`src/rtl/fct_ram.sv`:
```
// Generic single-write, single-read synchronous RAM with registered read data.
// No dependencies.
`timescale 1ns / 1ps

module fct_ram #(
    parameter int WIDTH = 8,
    parameter int DEPTH = 64,
    localparam int ADDR_W = (DEPTH > 1) ? $clog2(DEPTH) : 1
) (
    input  logic              clk,
    input  logic              we,
    input  logic [ADDR_W-1:0] waddr,
    input  logic [WIDTH-1:0]  wdata,
    input  logic              re,
    input  logic [ADDR_W-1:0] raddr,
    output logic [WIDTH-1:0]  rdata
);

    logic [WIDTH-1:0] mem [DEPTH];
    logic [WIDTH-1:0] rdata_reg;

    // Write port
    always_ff @(posedge clk)
    begin
        if (we)
        begin
            mem[waddr] <= wdata;
        end
    end

    // Registered read port, holds its value between reads
    always_ff @(posedge clk)
    begin
        if (re)
        begin
            rdata_reg <= mem[raddr];
        end
    end

    assign rdata = rdata_reg;

endmodule

```
`config.mk`:
```
export PLATFORM = sky130hd
export DESIGN_NAME = fct_ram
export DESIGN_NICKNAME = d
export VERILOG_FILES = /design/src/rtl/fct_ram.sv
export SDC_FILE = /design/constraint.sdc
export NUM_CORES = 1
export LEC_CHECK = 0
export BUFFER_PORTS_ARGS = -buffer_cell sky130_fd_sc_hd__buf_2
export CORE_ASPECT_RATIO = 0.9
export CORE_MARGIN = 10
export CORE_UTILIZATION = 45
export DETAILED_ROUTE_END_ITERATION = 10
export GPL_TIMING_DRIVEN = 0
export SLEW_MARGIN = 20
export SYNTH_ARGS = -nofsm -noshare
export SYNTH_HDL_FRONTEND = slang
export SYNTH_SLANG_ARGS = --single-unit
```
`constraint.sdc`:
```
create_clock -name clk -period 1.8 [get_ports clk]
set_input_delay 0.09 -clock clk [delete_from_list [all_inputs] [get_ports clk]]
set_output_delay 0.09 -clock clk [all_outputs]
set_load 0.01 [all_outputs]
```
==> impl_metrics.ini <==
[power]
power.leakage_uw = 0.00708
p_per_area_mw_per_mm2 = 1090
ir_worst_vdd_uv = 637

[synthesis]
yosysWarnings = 0
synthCells = 940
synthMuxAreaShare_pct = 15.9
yosysMostFrequentCell = edfxtp_1
synthArstFlopShare_pct = 0
synth_edf_count = 520
synth_top_family_by_area = multiplexers
synth-compound-area-share_pct = 2.06
synth.avg_cell_area_um2 = 21.5
synthesis.nets = 963
synth_cell_types = 39
ys_seq_elements = 520
netlist_area_mm2 = 0.0202
yosysTopAreaCell = edfxtp_1
synthAdderAreaFrac_pct = 0
synthFlopType = edfxtp_1
ys_top_cells_by_count = 520 x edfxtp_1, 126 x mux4_2, 83 x nor2_1, 23 x mux2i_1, 19 x nand2_1
synth_xor_xnor_area_share_pct = 0
synth_area_leaders = edfxtp_1 77%, mux4_2 14%, nor2_1 1.5%
synth_top_area_share_pct = 77.1
ys_seq_area_share_pct = 77.1
yosys.area_share.simple_pct = 3.37

[placed_design]
portBuffers = 22
place_congestion = 0.899
dp_cells = 1562
dp_hpwl_mm = 30.6

[run]
cap_viol_max_count = 0

[clocking]
cts_made_buffers = 54
clock-sinks = 520
cts_tree = done
insertion_delay_ns = 0.60
cts_buffer_depth = 3
cts_setup_buffers = 0
clkTransAtPathRegs_ns = 0.06
cts_max_level = 2
cts_root_buffer = clkbuf_16

[sta]
maxSlewHeadroom_pct = 30.4
setup_violations = 64
rsz0062_at_grt = yes
drv_slew = 0
clock.fmax_mhz = 472
fin_crit_sh_pct = 118
fin_crit_ns = 2.12
finClkSkew_ns = 0.0170
whs_ns = 0.0460
worst_slew_pin_slew_ns = 1.04
hold_viol = 0
layout_setup_ws_ns = -0.318

[cells_and_area]
largest_reg_flops = 512
seqCellArea_mm2 = 0.0156
areaGrowthSynthToFinish_pct = 13.7
fill_cells = 3485
multi_input_area_mm2 = 0.00458
final_cells = 1658
nNetsFinal = 1043
drive_gt1_share_pct = 30.0

[worst_setup_path]
arrival_ns = 2.44
critPathKind = register to register
crit_required_ns = 2.13
end_kind = register
timing.rr.start = mem[7][0]$_DFFE_PP_
path_common_cell = mux4_2
crit_family = multiplexers
slowest_delay_ns = 0.59
r2r_cells = 5
r2r_slack_ns = -0.32
path_cells = mux4_2 > mux4_2 > nor2_4 > nor3_2 > o2bb2ai_2
rr_endpoint = rdata[0]$_DFFE_PP_
crit_fanout = 1
cp_num_buf_inv = 0
cp_slowest_cell = mux4_2
cp-start-kind = register

[outcome]
status = finished, violations left
violations = negative setup slack

[detailed_routing]
antenna_left = 0
wire_per_inst_um = 29.4
drtPass1Iterations = 5
post-route-drc-count = 0
routed_wl_mm = 48.7
vias_per_cell = 5.93
num_vias = 9824
dr.first_iter.drc_count = 1036

[min_path]
hold_end = mem[16][0]$_DFFE_PP_
hold_start = wdata[0]
min_path_type = primary input to register
hold_depth = 1

[floorplan]
ios = 31
die_w_um = 244
core_area_mm2 = 0.0443
rows = 73
die_area_mm2 = 0.0539
start_util_pct = 45.7
die_h_um = 221

[grt]
grt_use_total_pct = 18.1
grt_pass1_wl_mm = 71.0
grt_max_degree = 65
antenna_found_initial = 1
overflow = 0
first_global_vias = 9954
[layer usage]
metal / wire length (um) / track usage [%] / up-vias
met3: 4160 / 4.11 / 82
met1: 20700 / 25.9 / 5204
met2: 22400 / 26.9 / 424
met5: 0 / 0 / -
li1: - / - / 4114
met4: 1430 / 6.68 / 0
[power by group]
part           total (uW)  internal (uW)  switching [uW]
clock network       10100           5690            4450
registers           13500          13400            19.5
logic                1420            512             906
total               25000          19600            5380
[worst max-delay path by stage]
stage | end | depth (start not counted) | from | slack, ns
finish | rdata[0]$_DFFE_PP_ | 5 | mem[7][0]$_DFFE_PP_ | -0.32
global route | rdata[0]$_DFFE_PP_ | 5 | mem[7][0]$_DFFE_PP_ | -0.35
CTS | rdata[0]$_DFFE_PP_ | 5 | mem[7][0]$_DFFE_PP_ | -0.30
detailed placement | rdata[3]$_DFFE_PP_ | 7 | raddr[2] | -1.28
global placement | rdata[5]$_DFFE_PP_ | 7 | raddr[2] | -1.25
floorplan | rdata[7]$_DFFE_PP_ | 7 | raddr[0] | 0.004
[final cells by class]
cell class	count	area share [%]
clock inverters	25	0.641
well taps	600	3.26
repair buffers	24	0.652
multi-input cells	369	19.9
clock buffers	68	6.19
diodes	1	0.0109
flip-flops and latches	520	67.8
plain buffers	51	1.55
[metrics by stage]
step	total power [uW]	instance area, um^2	setup TNS, ns	utilization [%]	worst slack (ns)
after global routing	25800	23000	-5.60	52.0	-0.351
after global placement	15000	21100	-207.46	47.7	-1.25
after CTS	25200	22900	-2.13	51.8	-0.301
after floorplan	14400	20300	0	-	0.00413
final	25000	23000	-5.14	52.0	-0.318
after detailed placement	15100	21200	-239.44	47.8	-1.28
[repair_timing]
item                                    CTS  global route
hold buffers                              2             0
pin swaps                                 1             3
endpoints found under the setup margin   59           125
endpoints found under the hold margin     9             0
gates resized for setup                  43            27
[logic make-up (layout without fill, tap and decap cells)]
logic type / after synthesis / in the layout
flops: 520 / 520
mux: 162 / 162
simple gates: 153 / 153
compound gates: 54 / 54
buf+inv: 51 / 168
other cells: 0 / 1
[cells in the final DEF (no fill, tap or decap), drive strengths merged, types with 2 or more instances in the layout]
cell type and n:
edfxtp 520, mux4 126, clkbuf 86, nor2 83
buf 54, mux2i 23, clkinv 21, nand2 19
nor2b 14, mux2 13, nand3 13, o22ai 8
o221ai 8, nand2b 7, nor3 7, a221oi 6
a211oi 4, o21ai 4, nand3b 3, a21oi 3
a22oi 3, o2111ai 3, o2bb2ai 3, nor4 2
o21a 2, nand4 2, clkinvlp 2, dlygate4sd3 2
o221a 2, o32ai 2, a2111oi 2, o41ai 2
(Power assumes the default switching activity.)
