===== src/rtl/fct_pkg.sv =====
// Shared types, constants and helpers for the MAC pair flow counter table.
// No dependencies; every other file of the block but fct_ram imports this package.
`timescale 1ns / 1ps

package fct_pkg;

    // Table size default and field widths
    localparam int FCT_TABLE_DEPTH = 64;
    localparam int MAC_W           = 48;
    localparam int CNT_W           = 32;
    localparam int TS_W            = 32;
    localparam int LEN_W           = 16;
    localparam int SIZE_W          = LEN_W + 1;

    // Configuration port
    localparam int CFG_IDX_W  = 1;
    localparam int CFG_DATA_W = 16;
    localparam int INTERVAL_W = 16;
    localparam int OVERHEAD_W = 8;

    localparam logic [INTERVAL_W-1:0] DUMP_INTERVAL_RST = 16'd10;
    localparam logic [OVERHEAD_W-1:0] OVERHEAD_RST      = 8'd26;

    typedef enum logic [CFG_IDX_W-1:0] {
        REG_DUMP_INTERVAL = 1'b0,
        REG_OVERHEAD      = 1'b1
    } fct_reg_idx_t;

    typedef struct packed {
        logic [INTERVAL_W-1:0] dump_interval;
        logic [OVERHEAD_W-1:0] overhead;
    } fct_cfg_t;

    // One table entry as stored in the RAM
    typedef struct packed {
        logic [MAC_W-1:0] src;
        logic [MAC_W-1:0] dst;
        logic [CNT_W-1:0] bytes;
        logic [CNT_W-1:0] packets;
    } fct_entry_t;

    typedef enum logic [1:0] {
        ST_IDLE,
        ST_DUMP_SCAN,
        ST_DUMP_LOAD,
        ST_MATCH
    } fct_state_t;

    // Controller status seen by the top level
    typedef struct packed {
        logic busy;
        logic dumping;
    } fct_stat_t;

    // Saturating 32-bit add
    function automatic logic [CNT_W-1:0] sat_add32(input logic [CNT_W-1:0] a,
                                                   input logic [CNT_W-1:0] b);
        logic [CNT_W:0] s;
        s = {1'b0, a} + {1'b0, b};
        return s[CNT_W] ? {CNT_W{1'b1}} : s[CNT_W-1:0];
    endfunction

endpackage


===== src/rtl/fct_cfg.sv =====
// Configuration registers of the flow counter table (dump interval, overhead).
// Depends on fct_pkg.
`timescale 1ns / 1ps

module fct_cfg
    import fct_pkg::*;
(
    input  logic                  clk,
    input  logic                  rst_n,
    input  logic                  cfg_we,
    input  logic [CFG_IDX_W-1:0]  cfg_index,
    input  logic [CFG_DATA_W-1:0] cfg_data,
    output fct_cfg_t              cfg
);

    fct_cfg_t cfg_reg;
    fct_cfg_t cfg_next;

    // Register decode
    always_comb
    begin
        cfg_next = cfg_reg;
        if (cfg_we)
        begin
            unique case (fct_reg_idx_t'(cfg_index))
                REG_DUMP_INTERVAL: cfg_next.dump_interval = cfg_data[INTERVAL_W-1:0];
                REG_OVERHEAD:      cfg_next.overhead      = cfg_data[OVERHEAD_W-1:0];
                default:           cfg_next = cfg_reg;
            endcase
        end
    end

    always_ff @(posedge clk or negedge rst_n)
    begin
        if (!rst_n)
        begin
            cfg_reg.dump_interval <= DUMP_INTERVAL_RST;
            cfg_reg.overhead      <= OVERHEAD_RST;
        end
        else
        begin
            cfg_reg <= cfg_next;
        end
    end

    assign cfg = cfg_reg;

endmodule


===== config.mk =====
export PLATFORM = sky130hd
export DESIGN_NAME = fct_cfg
export DESIGN_NICKNAME = d
export VERILOG_FILES = /design/src/rtl/fct_pkg.sv /design/src/rtl/fct_cfg.sv
export SDC_FILE = /design/constraint.sdc
export NUM_CORES = 1
export LEC_CHECK = 0
export BUFFER_PORTS_ARGS = -buffer_cell sky130_fd_sc_hd__buf_2
export CORE_MARGIN = 2
export CORE_UTILIZATION = 44
export DETAILED_ROUTE_END_ITERATION = 8
export PLACE_DENSITY = 0.83
export SKIP_LAST_GASP = 1
export SLEW_MARGIN = 5
export SYNTH_ARGS = -nofsm -noshare
export SYNTH_HDL_FRONTEND = slang
export SYNTH_SLANG_ARGS = --single-unit

===== constraint.sdc =====
create_clock -name clk -period 1.2 [get_ports clk]
set_clock_uncertainty 0.15 [all_clocks]
set_input_delay 0.12 -clock clk [delete_from_list [all_inputs] [get_ports clk]]
set_output_delay 0.12 -clock clk [all_outputs]
set_load 0.02 [all_outputs]

==> implementation parameters <==
Parameter                              Value

Job
  MaxCap Viol Count    0

Setup path
  Ordered cell list for the critical path    buf_6
  Critical path startpoint category    register
  Critical path buffers and inverters    1
  Sort of element at the end of the critical path    primary output
  Delay-heaviest family, CP    flip-flops
  Data arrival time at the worst-slack endpoint    0.98 ns
  CP max FO    2
  Crit path largest cell delay    0.56 ns
  Worst path required time    0.93 ns
  Class of the most critical setup path    register to primary output
  Slowest stage cell on the critical path    sky130_fd_sc_hd__dfstp_2

Floorplan
  Floorplan Core Area    0.00200 mm2
  Chip Width    50.5 um
  Die Y    50.5 um
  Initial Util    0.475
  Top Ports    44
  Die Outline Area    0.00255 mm2
  Row Count    16

Clocking
  TritonCTS clock tree    done
  Clk Tree Root Cell    sky130_fd_sc_hd__clkbuf_4
  Clock buffer count from CTS    3
  H-tree depth reported by CTS    1
  Reg clk slew, reported paths    0.12 ns
  Number of buffers between clock root and the deepest sink    2
  Skew-Pair Late Insertion Delay    0.30 ns
  Sinks on Clock Net    24

STA
  FMAX    801 MHz
  Pin slew with the least headroom to its limit    0.508 ns
  Finish-stage setup viols    5
  Slew Viols, Final    0
  Unrepaired setup endpoints after global routing    true
  Period minus WS final    1.25 ns
  Worst slew margin    0.661
  Fin crit share    1.04
  Setup slack of the critical path after layout    -0.0485 ns
  Final Hold Vio Count    0

GRT
  Antenna violations before repair    0
  Pin count of the biggest net entering global routing    25
  Via count of the first global-routing pass    689
  Global routing met1 resource utilization    0.209
  Most heavily used metal layer in global routing    met2
  Global routing usage on met3    0.0208
  Met2 track utilization from global routing    0.303
  Remaining global-route overflow    0
  Global-route wire length before repair    3200 um
  Global-route usage over all layers    0.174

Cells and area
  Diodes inserted    0
  Final instance count without filler cells    145
  Max reg flops    24
  Final core utilization    0.735
  Layout Nets    139
  Fill cell instance count of the final layout    130
  Post-synthesis to final-layout area growth    54.7%
  Share of final-layout standard cells stronger than drive strength 1    0.678

Yosys
  Area contributors post-synth    sky130_fd_sc_hd__dfrtp_1 50%, sky130_fd_sc_hd__mux2_2 17%, sky130_fd_sc_hd__mux2_4 16%, sky130_fd_sc_hd__dfstp_2 14%, sky130_fd_sc_hd__buf_8 1.6%
  Share of synthesized cell area in and, or, nand and nor gates    0.0105
  Adder-cell share of the synthesized area    0
  Multiplexer area fraction after synthesis    0.324
  Synth Area per Inst    18.3 um2
  Syn Inst Count    52
  Count of state elements after synthesis    24
  Xor and xnor area share after synthesis    0
  Fraction of post-synthesis cell area in the top cell type by area    0.500
  Post-synthesis compound-gate area fraction    0
  Netlist cell types    8
  Total standard cell area after synthesis    951 um2
  Sequential fraction of the synthesis area    0.638
  Total of warnings raised by yosys    0
  Largest family of logic cells by synthesized area    multiplexers
  Nets in the synthesized netlist    72
  Cell taking the most area after synthesis    sky130_fd_sc_hd__dfrtp_1

Outcome
  Result of the run    finished, violations left
  Violated checks    negative setup slack

Routing
  Initial DRC Count    4
  Detailed Route WL    2040 um
  Via count    654
  Remaining number of nets flagged by the antenna check after routing    0
  Count of unresolved DRC violations after routing    0
  Routed length per placed instance    14.0 um
  Detailed Routing Iterations Pass 1    2
  DR vias/cell    4.51

Placed design
  Global placement routability congestion    0.663
  Placed cell count    122
  Worst setup slack before clock tree synthesis    0.0187 ns
  Number of buffers inserted by port buffering    43
  Placed wire-length estimate after detailed placement    1250 um

Pwr
  Reported leakage power    0.711 nW
  Peak supply drop    0.000862 V
  Overall Power    0.00199 W
  Power Dens Cells    1350 mW/mm2

Min path
  Class of the tightest hold or removal check    input port to register
## cell usage after synthesis
| cell | count |
|---|---|
| sky130_fd_sc_hd__buf_6 | 1 |
| sky130_fd_sc_hd__buf_8 | 1 |
| sky130_fd_sc_hd__dfrtp_1 | 19 |
| sky130_fd_sc_hd__dfstp_2 | 5 |
| sky130_fd_sc_hd__mux2_2 | 14 |
| sky130_fd_sc_hd__mux2_4 | 10 |
| sky130_fd_sc_hd__nand2_1 | 1 |
| sky130_fd_sc_hd__nor2b_1 | 1 |
## metal layers
layer | wire [um] | up-vias
li1 | - | 314
met1 | 850 | 313
met2 | 1070 | 25
met3 | 100 | 2
met4 | 17 | 0
met5 | 0 | -
## kinds of logic (layout without fill, tap and decap cells)
family	Yosys count	after routing
AND/OR/NAND/NOR	2	2
flip-flops	24	24
buffers and inverters	2	68
multiplexers	24	24
## worst paths after layout
| check | from | endpoint | slack [ns] | depth (start not counted) |
|---|---|---|---|---|
| worst min-delay path | cfg_we | cfg[6] | 0.16 | 4 |
| max in group asynchronous | rst_n | cfg[1] | 0.36 | 2 |
| worst min register to register | cfg[22] | cfg[22] | 0.36 | 1 |
| worst max register to register | cfg[12] | cfg[12] | 0.15 | 2 |
| min in group asynchronous | rst_n | cfg[10] | 0.17 | 2 |
| worst max-delay path | cfg[4] | cfg[4] | -0.05 | 1 |
## layout make-up
type                       instances  area (um2)  area share
sequential                        24         607       0.412
clock buffer                       4        26.3      0.0179
tap                               27        33.8      0.0230
timing repair buffer              64         484       0.329
multi-input combinational         26         320       0.218
## through the flow
step | TNS, ns | instance area, um2 | hold WS, ns
after floorplan | 0 | 951 | -0.326
after global placement | 0 | 1220 | -0.0396
after detailed placement | 0 | 1220 | -0.0258
after CTS | -0.263 | 1440 | 0.149
after global routing | -0.456 | 1470 | 0.149
final | -0.198 | 1470 | 0.156
## power breakdown
group          internal, W  leakage [nW]  switching [W]
clock             0.000130        0.0150       0.000218
combinational     0.000333         0.420       0.000294
sequential        0.000946         0.276      0.0000670
## timing repair
item,in CTS,in global routing
gates resized for setup,10,4
hold endpoints to repair,48,0
hold buffers,17,0
setup buffers,0,2
endpoints found under the setup margin,5,8
## layout by cell type, fill, tap and decap left out
master	netlist	final
sky130_fd_sc_hd__mux2_2	14	14
sky130_fd_sc_hd__clkbuf_1	0	1
sky130_fd_sc_hd__mux2_4	10	10
sky130_fd_sc_hd__buf_2	0	36
sky130_fd_sc_hd__nor2b_2	0	1
sky130_fd_sc_hd__clkbuf_4	0	3
sky130_fd_sc_hd__buf_6	1	7
sky130_fd_sc_hd__buf_12	0	2
sky130_fd_sc_hd__dfstp_2	5	5
sky130_fd_sc_hd__dlygate4sd3_1	0	17
sky130_fd_sc_hd__nand2_1	1	1
sky130_fd_sc_hd__dfrtp_1	19	19
sky130_fd_sc_hd__buf_4	0	2
No activity file was read; power rests on OpenSTA's default activity.
