## src/rtl/fct_pkg.sv

```systemverilog
// Shared types, constants and helpers for the MAC pair flow counter table.
// No dependencies; every other file of the block but fct_ram imports this package.
`timescale 1ns / 1ps

package fct_pkg;

    // Table size default and field widths
    localparam int FCT_TABLE_DEPTH = 64;
    localparam int MAC_W           = 48;
    localparam int CNT_W           = 32;
    localparam int TS_W            = 32;
    localparam int LEN_W           = 16;
    localparam int SIZE_W          = LEN_W + 1;

    // Configuration port
    localparam int CFG_IDX_W  = 1;
    localparam int CFG_DATA_W = 16;
    localparam int INTERVAL_W = 16;
    localparam int OVERHEAD_W = 8;

    localparam logic [INTERVAL_W-1:0] DUMP_INTERVAL_RST = 16'd10;
    localparam logic [OVERHEAD_W-1:0] OVERHEAD_RST      = 8'd26;

    typedef enum logic [CFG_IDX_W-1:0] {
        REG_DUMP_INTERVAL = 1'b0,
        REG_OVERHEAD      = 1'b1
    } fct_reg_idx_t;

    typedef struct packed {
        logic [INTERVAL_W-1:0] dump_interval;
        logic [OVERHEAD_W-1:0] overhead;
    } fct_cfg_t;

    // One table entry as stored in the RAM
    typedef struct packed {
        logic [MAC_W-1:0] src;
        logic [MAC_W-1:0] dst;
        logic [CNT_W-1:0] bytes;
        logic [CNT_W-1:0] packets;
    } fct_entry_t;

    typedef enum logic [1:0] {
        ST_IDLE,
        ST_DUMP_SCAN,
        ST_DUMP_LOAD,
        ST_MATCH
    } fct_state_t;

    // Controller status seen by the top level
    typedef struct packed {
        logic busy;
        logic dumping;
    } fct_stat_t;

    // Saturating 32-bit add
    function automatic logic [CNT_W-1:0] sat_add32(input logic [CNT_W-1:0] a,
                                                   input logic [CNT_W-1:0] b);
        logic [CNT_W:0] s;
        s = {1'b0, a} + {1'b0, b};
        return s[CNT_W] ? {CNT_W{1'b1}} : s[CNT_W-1:0];
    endfunction

endpackage

```

## src/rtl/fct_in_if.sv

```systemverilog
// Input channel of the flow counter table: one frame descriptor per item.
// Depends on fct_pkg for the field widths.
`timescale 1ns / 1ps

interface fct_in_if
    import fct_pkg::*;
();
    logic             valid;
    logic             ready;
    logic [TS_W-1:0]  timestamp_seconds;
    logic [LEN_W-1:0] frame_length;
    logic [MAC_W-1:0] source_mac;
    logic [MAC_W-1:0] destination_mac;

    modport source (
        output valid, timestamp_seconds, frame_length, source_mac, destination_mac,
        input  ready
    );

    modport sink (
        input  valid, timestamp_seconds, frame_length, source_mac, destination_mac,
        output ready
    );
endinterface

```

## src/rtl/fct_out_if.sv

```systemverilog
// Output channel of the flow counter table: one dumped flow entry per item.
// Depends on fct_pkg for the field widths.
`timescale 1ns / 1ps

interface fct_out_if
    import fct_pkg::*;
();
    logic             valid;
    logic             ready;
    logic [MAC_W-1:0] flow_source;
    logic [MAC_W-1:0] flow_destination;
    logic [CNT_W-1:0] flow_bytes;
    logic [CNT_W-1:0] flow_packets;
    logic             last_of_dump;

    modport source (
        output valid, flow_source, flow_destination, flow_bytes, flow_packets,
               last_of_dump,
        input  ready
    );

    modport sink (
        input  valid, flow_source, flow_destination, flow_bytes, flow_packets,
               last_of_dump,
        output ready
    );
endinterface

```

## src/rtl/fct_ctrl.sv

```systemverilog
// Sequencer of the flow counter table: dump walk, match scan, update/allocate,
// in-use flags and the output register. Depends on fct_pkg, fct_in_if, fct_out_if.
`timescale 1ns / 1ps

module fct_ctrl
    import fct_pkg::*;
#(
    parameter int TABLE_DEPTH = FCT_TABLE_DEPTH,
    localparam int IDX_W = (TABLE_DEPTH > 1) ? $clog2(TABLE_DEPTH) : 1
) (
    input  logic             clk,
    input  logic             rst_n,
    fct_in_if.sink           in_ch,
    fct_out_if.source        out_ch,
    input  fct_cfg_t         cfg,
    output logic             ram_re,
    output logic [IDX_W-1:0] ram_raddr,
    input  fct_entry_t       ram_rdata,
    output logic             ram_we,
    output logic [IDX_W-1:0] ram_waddr,
    output fct_entry_t       ram_wdata,
    output fct_stat_t        stat
);

    localparam logic [IDX_W-1:0] LAST_IDX = IDX_W'(TABLE_DEPTH - 1);

    // Control state
    fct_state_t             state_reg, state_next;
    logic [IDX_W-1:0]       idx_reg, idx_next;
    logic                   issuing_reg, issuing_next;
    logic                   cmp_vld_reg, cmp_vld_next;
    logic [IDX_W-1:0]       cmp_idx_reg, cmp_idx_next;
    logic                   free_found_reg, free_found_next;
    logic [IDX_W-1:0]       free_idx_reg, free_idx_next;
    logic [TABLE_DEPTH-1:0] in_use_reg, in_use_next;
    logic [TS_W-1:0]        last_dump_reg, last_dump_next;
    logic                   out_valid_reg, out_valid_next;

    // Item and output payload
    logic [TS_W-1:0]   ts_reg, ts_next;
    logic [MAC_W-1:0]  src_reg, src_next;
    logic [MAC_W-1:0]  dst_reg, dst_next;
    logic [SIZE_W-1:0] size_reg, size_next;
    fct_entry_t        out_entry_reg, out_entry_next;
    logic              out_last_reg, out_last_next;

    logic                   dump_due;
    logic                   advance;
    logic                   hit;
    logic                   out_free;
    logic [TABLE_DEPTH-1:0] rest_in_use;

    assign out_free = !out_valid_reg || out_ch.ready;

    // Dump is due when last dump time plus interval, without wrap, is below the stamp
    assign dump_due = ({1'b0, last_dump_reg} + {{(TS_W + 1 - INTERVAL_W){1'b0}},
                      cfg.dump_interval}) < {1'b0, in_ch.timestamp_seconds};

    // Key match on the entry read in the previous cycle
    assign hit = cmp_vld_reg && in_use_reg[cmp_idx_reg]
              && (ram_rdata.src == src_reg) && (ram_rdata.dst == dst_reg);

    // Next state and datapath control
    always_comb
    begin
        state_next      = state_reg;
        idx_next        = idx_reg;
        issuing_next    = issuing_reg;
        cmp_vld_next    = 1'b0;
        cmp_idx_next    = idx_reg;
        free_found_next = free_found_reg;
        free_idx_next   = free_idx_reg;
        in_use_next     = in_use_reg;
        last_dump_next  = last_dump_reg;
        out_valid_next  = out_valid_reg;
        ts_next         = ts_reg;
        src_next        = src_reg;
        dst_next        = dst_reg;
        size_next       = size_reg;
        out_entry_next  = out_entry_reg;
        out_last_next   = out_last_reg;
        ram_re          = 1'b0;
        ram_raddr       = idx_reg;
        ram_we          = 1'b0;
        ram_waddr       = cmp_idx_reg;
        ram_wdata       = ram_rdata;
        advance         = 1'b0;
        rest_in_use     = in_use_reg;
        rest_in_use[idx_reg] = 1'b0;

        // Output register drains independently
        if (out_valid_reg && out_ch.ready)
        begin
            out_valid_next = 1'b0;
        end

        unique case (state_reg)
            ST_IDLE:
            begin
                if (in_ch.valid)
                begin
                    ts_next   = in_ch.timestamp_seconds;
                    src_next  = in_ch.source_mac;
                    dst_next  = in_ch.destination_mac;
                    size_next = {1'b0, in_ch.frame_length} + SIZE_W'(cfg.overhead);
                    idx_next  = '0;
                    free_found_next = 1'b0;
                    if (dump_due)
                    begin
                        state_next = ST_DUMP_SCAN;
                    end
                    else
                    begin
                        state_next   = ST_MATCH;
                        issuing_next = 1'b1;
                    end
                end
            end

            ST_DUMP_SCAN:
            begin
                if (in_use_reg[idx_reg])
                begin
                    if (out_free)
                    begin
                        ram_re     = 1'b1;
                        state_next = ST_DUMP_LOAD;
                    end
                end
                else
                begin
                    advance = 1'b1;
                end
            end

            ST_DUMP_LOAD:
            begin
                // Emit the entry and free it; last when nothing else is in use
                out_entry_next       = ram_rdata;
                out_last_next        = ~|rest_in_use;
                out_valid_next       = 1'b1;
                in_use_next[idx_reg] = 1'b0;
                state_next           = ST_DUMP_SCAN;
                advance              = 1'b1;
            end

            ST_MATCH:
            begin
                // Issue side: one read per cycle, note the lowest free entry
                ram_re       = issuing_reg;
                cmp_vld_next = issuing_reg;
                if (issuing_reg)
                begin
                    if (!free_found_reg && !in_use_reg[idx_reg])
                    begin
                        free_found_next = 1'b1;
                        free_idx_next   = idx_reg;
                    end
                    if (idx_reg == LAST_IDX)
                    begin
                        issuing_next = 1'b0;
                    end
                    else
                    begin
                        idx_next = idx_reg + 1'b1;
                    end
                end

                // Compare side
                if (hit)
                begin
                    ram_we            = 1'b1;
                    ram_waddr         = cmp_idx_reg;
                    ram_wdata.src     = src_reg;
                    ram_wdata.dst     = dst_reg;
                    ram_wdata.bytes   = sat_add32(ram_rdata.bytes, CNT_W'(size_reg));
                    ram_wdata.packets = sat_add32(ram_rdata.packets, CNT_W'(1));
                    cmp_vld_next      = 1'b0;
                    issuing_next      = 1'b0;
                    state_next        = ST_IDLE;
                end
                else if (cmp_vld_reg && (cmp_idx_reg == LAST_IDX))
                begin
                    // No match: take the lowest free entry, or drop when full
                    if (free_found_reg)
                    begin
                        ram_we            = 1'b1;
                        ram_waddr         = free_idx_reg;
                        ram_wdata.src     = src_reg;
                        ram_wdata.dst     = dst_reg;
                        ram_wdata.bytes   = CNT_W'(size_reg);
                        ram_wdata.packets = CNT_W'(1);
                        in_use_next[free_idx_reg] = (size_reg != '0);
                    end
                    cmp_vld_next = 1'b0;
                    issuing_next = 1'b0;
                    state_next   = ST_IDLE;
                end
            end

            default:
            begin
                state_next = ST_IDLE;
            end
        endcase

        // Dump walk step; the end of the walk starts the match scan
        if (advance)
        begin
            if (idx_reg == LAST_IDX)
            begin
                last_dump_next = ts_reg;
                idx_next       = '0;
                issuing_next   = 1'b1;
                state_next     = ST_MATCH;
            end
            else
            begin
                idx_next = idx_reg + 1'b1;
            end
        end
    end

    // Control registers
    always_ff @(posedge clk or negedge rst_n)
    begin
        if (!rst_n)
        begin
            state_reg      <= ST_IDLE;
            idx_reg        <= '0;
            issuing_reg    <= 1'b0;
            cmp_vld_reg    <= 1'b0;
            cmp_idx_reg    <= '0;
            free_found_reg <= 1'b0;
            free_idx_reg   <= '0;
            in_use_reg     <= '0;
            last_dump_reg  <= '0;
            out_valid_reg  <= 1'b0;
        end
        else
        begin
            state_reg      <= state_next;
            idx_reg        <= idx_next;
            issuing_reg    <= issuing_next;
            cmp_vld_reg    <= cmp_vld_next;
            cmp_idx_reg    <= cmp_idx_next;
            free_found_reg <= free_found_next;
            free_idx_reg   <= free_idx_next;
            in_use_reg     <= in_use_next;
            last_dump_reg  <= last_dump_next;
            out_valid_reg  <= out_valid_next;
        end
    end

    // Payload registers
    always_ff @(posedge clk)
    begin
        ts_reg        <= ts_next;
        src_reg       <= src_next;
        dst_reg       <= dst_next;
        size_reg      <= size_next;
        out_entry_reg <= out_entry_next;
        out_last_reg  <= out_last_next;
    end

    // Ports
    assign in_ch.ready             = (state_reg == ST_IDLE);
    assign out_ch.valid            = out_valid_reg;
    assign out_ch.flow_source      = out_entry_reg.src;
    assign out_ch.flow_destination = out_entry_reg.dst;
    assign out_ch.flow_bytes       = out_entry_reg.bytes;
    assign out_ch.flow_packets     = out_entry_reg.packets;
    assign out_ch.last_of_dump     = out_last_reg;

    assign stat.busy    = (state_reg != ST_IDLE);
    assign stat.dumping = (state_reg == ST_DUMP_SCAN) || (state_reg == ST_DUMP_LOAD);

endmodule

```

## src/flat_wrapper.sv

```systemverilog
// flat-port wrapper written by rule: the top's interface ports become plain ports
module fct_ctrl_flat import fct_pkg::*;
#(
    parameter int TABLE_DEPTH = FCT_TABLE_DEPTH,
    localparam int IDX_W = (TABLE_DEPTH > 1) ? $clog2(TABLE_DEPTH) : 1
)
  (clk, rst_n, cfg, ram_re, ram_raddr, ram_rdata, ram_we, ram_waddr, ram_wdata, stat, in_ch_valid, in_ch_timestamp_seconds, in_ch_frame_length, in_ch_source_mac, in_ch_destination_mac, in_ch_ready, out_ch_valid, out_ch_flow_source, out_ch_flow_destination, out_ch_flow_bytes, out_ch_flow_packets, out_ch_last_of_dump, out_ch_ready);
  fct_in_if in_ch_i ();
  fct_out_if out_ch_i ();
  input  logic clk;
  input  logic rst_n;
  input  fct_cfg_t cfg;
  output logic ram_re;
  output logic [IDX_W-1:0] ram_raddr;
  input  fct_entry_t ram_rdata;
  output logic ram_we;
  output logic [IDX_W-1:0] ram_waddr;
  output fct_entry_t ram_wdata;
  output fct_stat_t stat;
  input wire logic [$bits(in_ch_i.valid)-1:0] in_ch_valid;
  input wire logic [$bits(in_ch_i.timestamp_seconds)-1:0] in_ch_timestamp_seconds;
  input wire logic [$bits(in_ch_i.frame_length)-1:0] in_ch_frame_length;
  input wire logic [$bits(in_ch_i.source_mac)-1:0] in_ch_source_mac;
  input wire logic [$bits(in_ch_i.destination_mac)-1:0] in_ch_destination_mac;
  output wire logic [$bits(in_ch_i.ready)-1:0] in_ch_ready;
  output wire logic [$bits(out_ch_i.valid)-1:0] out_ch_valid;
  output wire logic [$bits(out_ch_i.flow_source)-1:0] out_ch_flow_source;
  output wire logic [$bits(out_ch_i.flow_destination)-1:0] out_ch_flow_destination;
  output wire logic [$bits(out_ch_i.flow_bytes)-1:0] out_ch_flow_bytes;
  output wire logic [$bits(out_ch_i.flow_packets)-1:0] out_ch_flow_packets;
  output wire logic [$bits(out_ch_i.last_of_dump)-1:0] out_ch_last_of_dump;
  input wire logic [$bits(out_ch_i.ready)-1:0] out_ch_ready;
  assign in_ch_i.valid = in_ch_valid;
  assign in_ch_i.timestamp_seconds = in_ch_timestamp_seconds;
  assign in_ch_i.frame_length = in_ch_frame_length;
  assign in_ch_i.source_mac = in_ch_source_mac;
  assign in_ch_i.destination_mac = in_ch_destination_mac;
  assign in_ch_ready = in_ch_i.ready;
  assign out_ch_valid = out_ch_i.valid;
  assign out_ch_flow_source = out_ch_i.flow_source;
  assign out_ch_flow_destination = out_ch_i.flow_destination;
  assign out_ch_flow_bytes = out_ch_i.flow_bytes;
  assign out_ch_flow_packets = out_ch_i.flow_packets;
  assign out_ch_last_of_dump = out_ch_i.last_of_dump;
  assign out_ch_i.ready = out_ch_ready;
  fct_ctrl #(.TABLE_DEPTH(TABLE_DEPTH)) u_core (.clk(clk), .rst_n(rst_n), .in_ch(in_ch_i), .out_ch(out_ch_i), .cfg(cfg), .ram_re(ram_re), .ram_raddr(ram_raddr), .ram_rdata(ram_rdata), .ram_we(ram_we), .ram_waddr(ram_waddr), .ram_wdata(ram_wdata), .stat(stat));
endmodule
```

## config.mk

```make
export PLATFORM = sky130hd
export DESIGN_NAME = fct_ctrl_flat
export DESIGN_NICKNAME = d
export VERILOG_FILES = /design/src/rtl/fct_pkg.sv /design/src/rtl/fct_in_if.sv /design/src/rtl/fct_out_if.sv /design/src/rtl/fct_ctrl.sv /design/src/flat_wrapper.sv
export SDC_FILE = /design/constraint.sdc
export NUM_CORES = 1
export LEC_CHECK = 0
export BUFFER_PORTS_ARGS = -buffer_cell sky130_fd_sc_hd__buf_4
export CAP_MARGIN = 25
export CORE_AREA = 2 2 258 260
export DETAILED_ROUTE_END_ITERATION = 10
export DIE_AREA = 0 0 260 262
export GPL_TIMING_DRIVEN = 0
export PLACE_DENSITY = 0.58
export SLEW_MARGIN = 30
export SYNTH_ARGS = -nofsm -noshare
export SYNTH_HDL_FRONTEND = slang
export SYNTH_SLANG_ARGS = --single-unit
```

## constraint.sdc

```tcl
create_clock -name clk -period 7.95 [get_ports clk]
set_clock_uncertainty 0.1 [all_clocks]
set_input_delay 1.59 -clock clk [delete_from_list [all_inputs] [get_ports clk]]
set_output_delay 1.59 -clock clk [all_outputs]
set_load 0.02 [all_outputs]
```

==> results.cfg <==
[yosys]
synth-seq-area-share_pct = 49.6
yosys.area.top_type = edfxtp_1
yosysWarningCount = 0
synthCells = 2303
synth_seq_cells = 426
async_flop_share_pct = 28.2
syn_area_per_cell_um2 = 10.7
syn_area_um2 = 24600
synth_area_leaders = edfxtp_1, dfrtp_1, o21ai_0
syn_nets = 2717
synth_cell_types = 78
synthFlopType = edfxtp_1
synth_edf_count = 306
synth_top_area_share_pct = 37.4

[setup_path]
arrival_ns = 6.22
cp-end-kind = output pin
critical_path_class = in -> out
crit_start = ram_rdata[147]
cp-start-kind = input pin
rr_startpoint = u_core.last_dump_reg[0]$_DFFE_PN0P_
cp_max_fo = 10
required_ns = 6.26
worstRegToRegCells = 22

[worst_hold_path]
hold_depth = 0
min_from = u_core.ram_raddr[0]$_DFFE_PN0P_
hp-class = reg -> reg

[detailed_routing]
firstDrtPassIters = 8
wl_per_cell_um = 30.8
vias_per_cell = 5.92
via_count = 23400
drc = 0
drt_iter0_drc = 2428
totalWireLength_um = 122000
ant_nets = 0

[pwr]
peakVddDrop_v = 0.000206
power_density_nw_per_um2 = 240
p_leak_nw = 13.3

[clock_network]
cts_buffer_depth = 3
cts_hold_buf = 0
cts_root_buf = clkbuf_16
insertion_delay_ns = 0.63
cts.repair.resized = 3
cts_setup_buffers = 0
htree_levels = 2
cts_tree = done
cts_buffers = 50
path_clk_slew_ns = 0.05
cts_sinks = 426

[die]
rows = 94
fp.dieArea_um2 = 68100
dieHeight_um = 262
core-area_um2 = 65300
start_util_pct = 37.7
dieWidth_um = 260
boundaryPins = 671

[timing]
fin_tns_setup_ns = 0
grt_setup_unrepaired = no
worst_slew_pin_slew_ns = 1.06
fin_crit_ns = 7.91
slew_headroom_pct = 29.6
setup_ws_ns = 0.0445
finalCritPeriodShare_pct = 99.4
drv_slew = 0
setup_viol = 0
finalHoldViolations = 0
clock.fmax_ghz = 0.126

[finish]
mostFrequentLayoutCells = buf_4, edfxtp_1, o21ai_0, nor2_1, nand2_1
drive_gt1_share_pct = 31.1
layout.cells.non_filler = 3942
nets = 3445
layout_commonest_cell = buf_4
largest_register_ff_count = 64
syn2layout_area_growth_pct = 32.8

[global_routing]
grt_max_degree = 87
antenna_found_initial = 5
grt_overflow = 0
grt_pass1_wl_um = 168000
grt_pass1_vias = 22600
grtUsageTotal_pct = 34.8

[placed_design]
dp_slack_ns = -0.0969
port_buffers = 669
gp_congestion = 0.964
place_hpwl_um = 97300
dp_cells = 3843

[run]
maxCapViolations = 0

[outcome]
status = complete, no violations
==> power by group <==
part	switching (mW)	leakage (nW)	internal, mW
combinational	1.51	8.09	0.828
sequential	0.194	4.34	2.84
clock	1.01	0.840	1.46
==> metrics by stage <==
| step | power, mW | hold slack [ns] | utilization, % | instance area, µm² |
|---|---|---|---|---|
| 2_1_floorplan | 4.34 | 0.326 | - | 24600 |
| 3_3_place_gp | 5.40 | 0.335 | 47.0 | 30700 |
| 3_5_place_dp | 5.36 | 0.335 | 47.3 | 30900 |
| 4_1_cts | 7.84 | 0.347 | 50.0 | 32600 |
| 5_1_grt | 8.11 | 0.366 | 50.0 | 32600 |
| 6_report | 7.85 | 0.332 | 50.0 | 32700 |
==> cell usage after synthesis, drive strengths merged, types with 6 or more instances <==
cell,number
o21a,15
a211oi,30
nor4,24
a21oi,119
o31ai,15
nor2,137
nand4,61
inv,95
nand2,135
and4,6
a31oi,42
o22ai,10
or2,9
buf,40
o211ai,24
nand3,70
mux4,14
nand3b,7
o21ai,209
mux2i,45
nor3,95
a311oi,7
xnor2,97
nor2b,33
and3,50
ha,79
or3,11
clkbuf,76
mux2,125
a21o,22
nand2b,58
a22oi,10
dfrtp,120
and2,13
o2111ai,9
xor2,14
edfxtp,306
==> worst max-delay path: stages <==
cell      delay, ns
buf_4          0.12
xnor2_1        0.18
nand4_1        0.26
nor4_2         0.58
nand4_1        0.46
nor3_2         0.72
nand3_1        0.42
nand2_1        0.49
clkbuf_1       0.61
o21ai_0        0.20
a21oi_1        0.34
buf_4          0.21
==> layout make-up <==
cell class              instances  area [µm²]
diodes                          6        15.0
plain buffers                 116         515
clock buffers                  59        1290
clock inverters                34         434
fillers                      6031       32600
inverters                      95         364
multi-input cells            1666       11600
flip-flops and latches        426       12200
well taps                     864        1080
repair buffers                676        5170
==> metal layers <==
| layer | track usage, % | part of all wire, % |
|---|---|---|
| met1 | 44.3 | 39 |
| met2 | 55.5 | 45 |
| met3 | 8.27 | 9.9 |
| met4 | 17.4 | 5.8 |
| met5 | 0 | 0 |
==> cells by family after synthesis <==
| kind of cell | Yosys count | share of synthesized area, % |
|---|---|---|
| xor gates and xnor gates | 111 | 3.95 |
| adders and majority gates | 82 | 4.26 |
| buffers and inverters | 211 | 3.54 |
| and+or+nand+nor | 720 | 15.0 |
| AOI/OAI and AO/OA | 569 | 14.3 |
| DFF | 426 | 49.6 |
| muxes | 184 | 9.36 |
==> worst paths after layout <==
kind,to,slack (ns)
max reg2reg,u_core.state_reg[1]$_DFF_PN0_,2.45
min in group asynchronous,u_core.in_use_reg[31]$_DFFE_PN0P_,0.84
min,u_core.cmp_idx_reg[0]$_DFF_PN0_,0.33
max,ram_wdata[3],0.04
min reg2reg,u_core.cmp_idx_reg[0]$_DFF_PN0_,0.33
max in group asynchronous,u_core.last_dump_reg[27]$_DFFE_PN0P_,6.18
(Power assumes the default switching activity.)
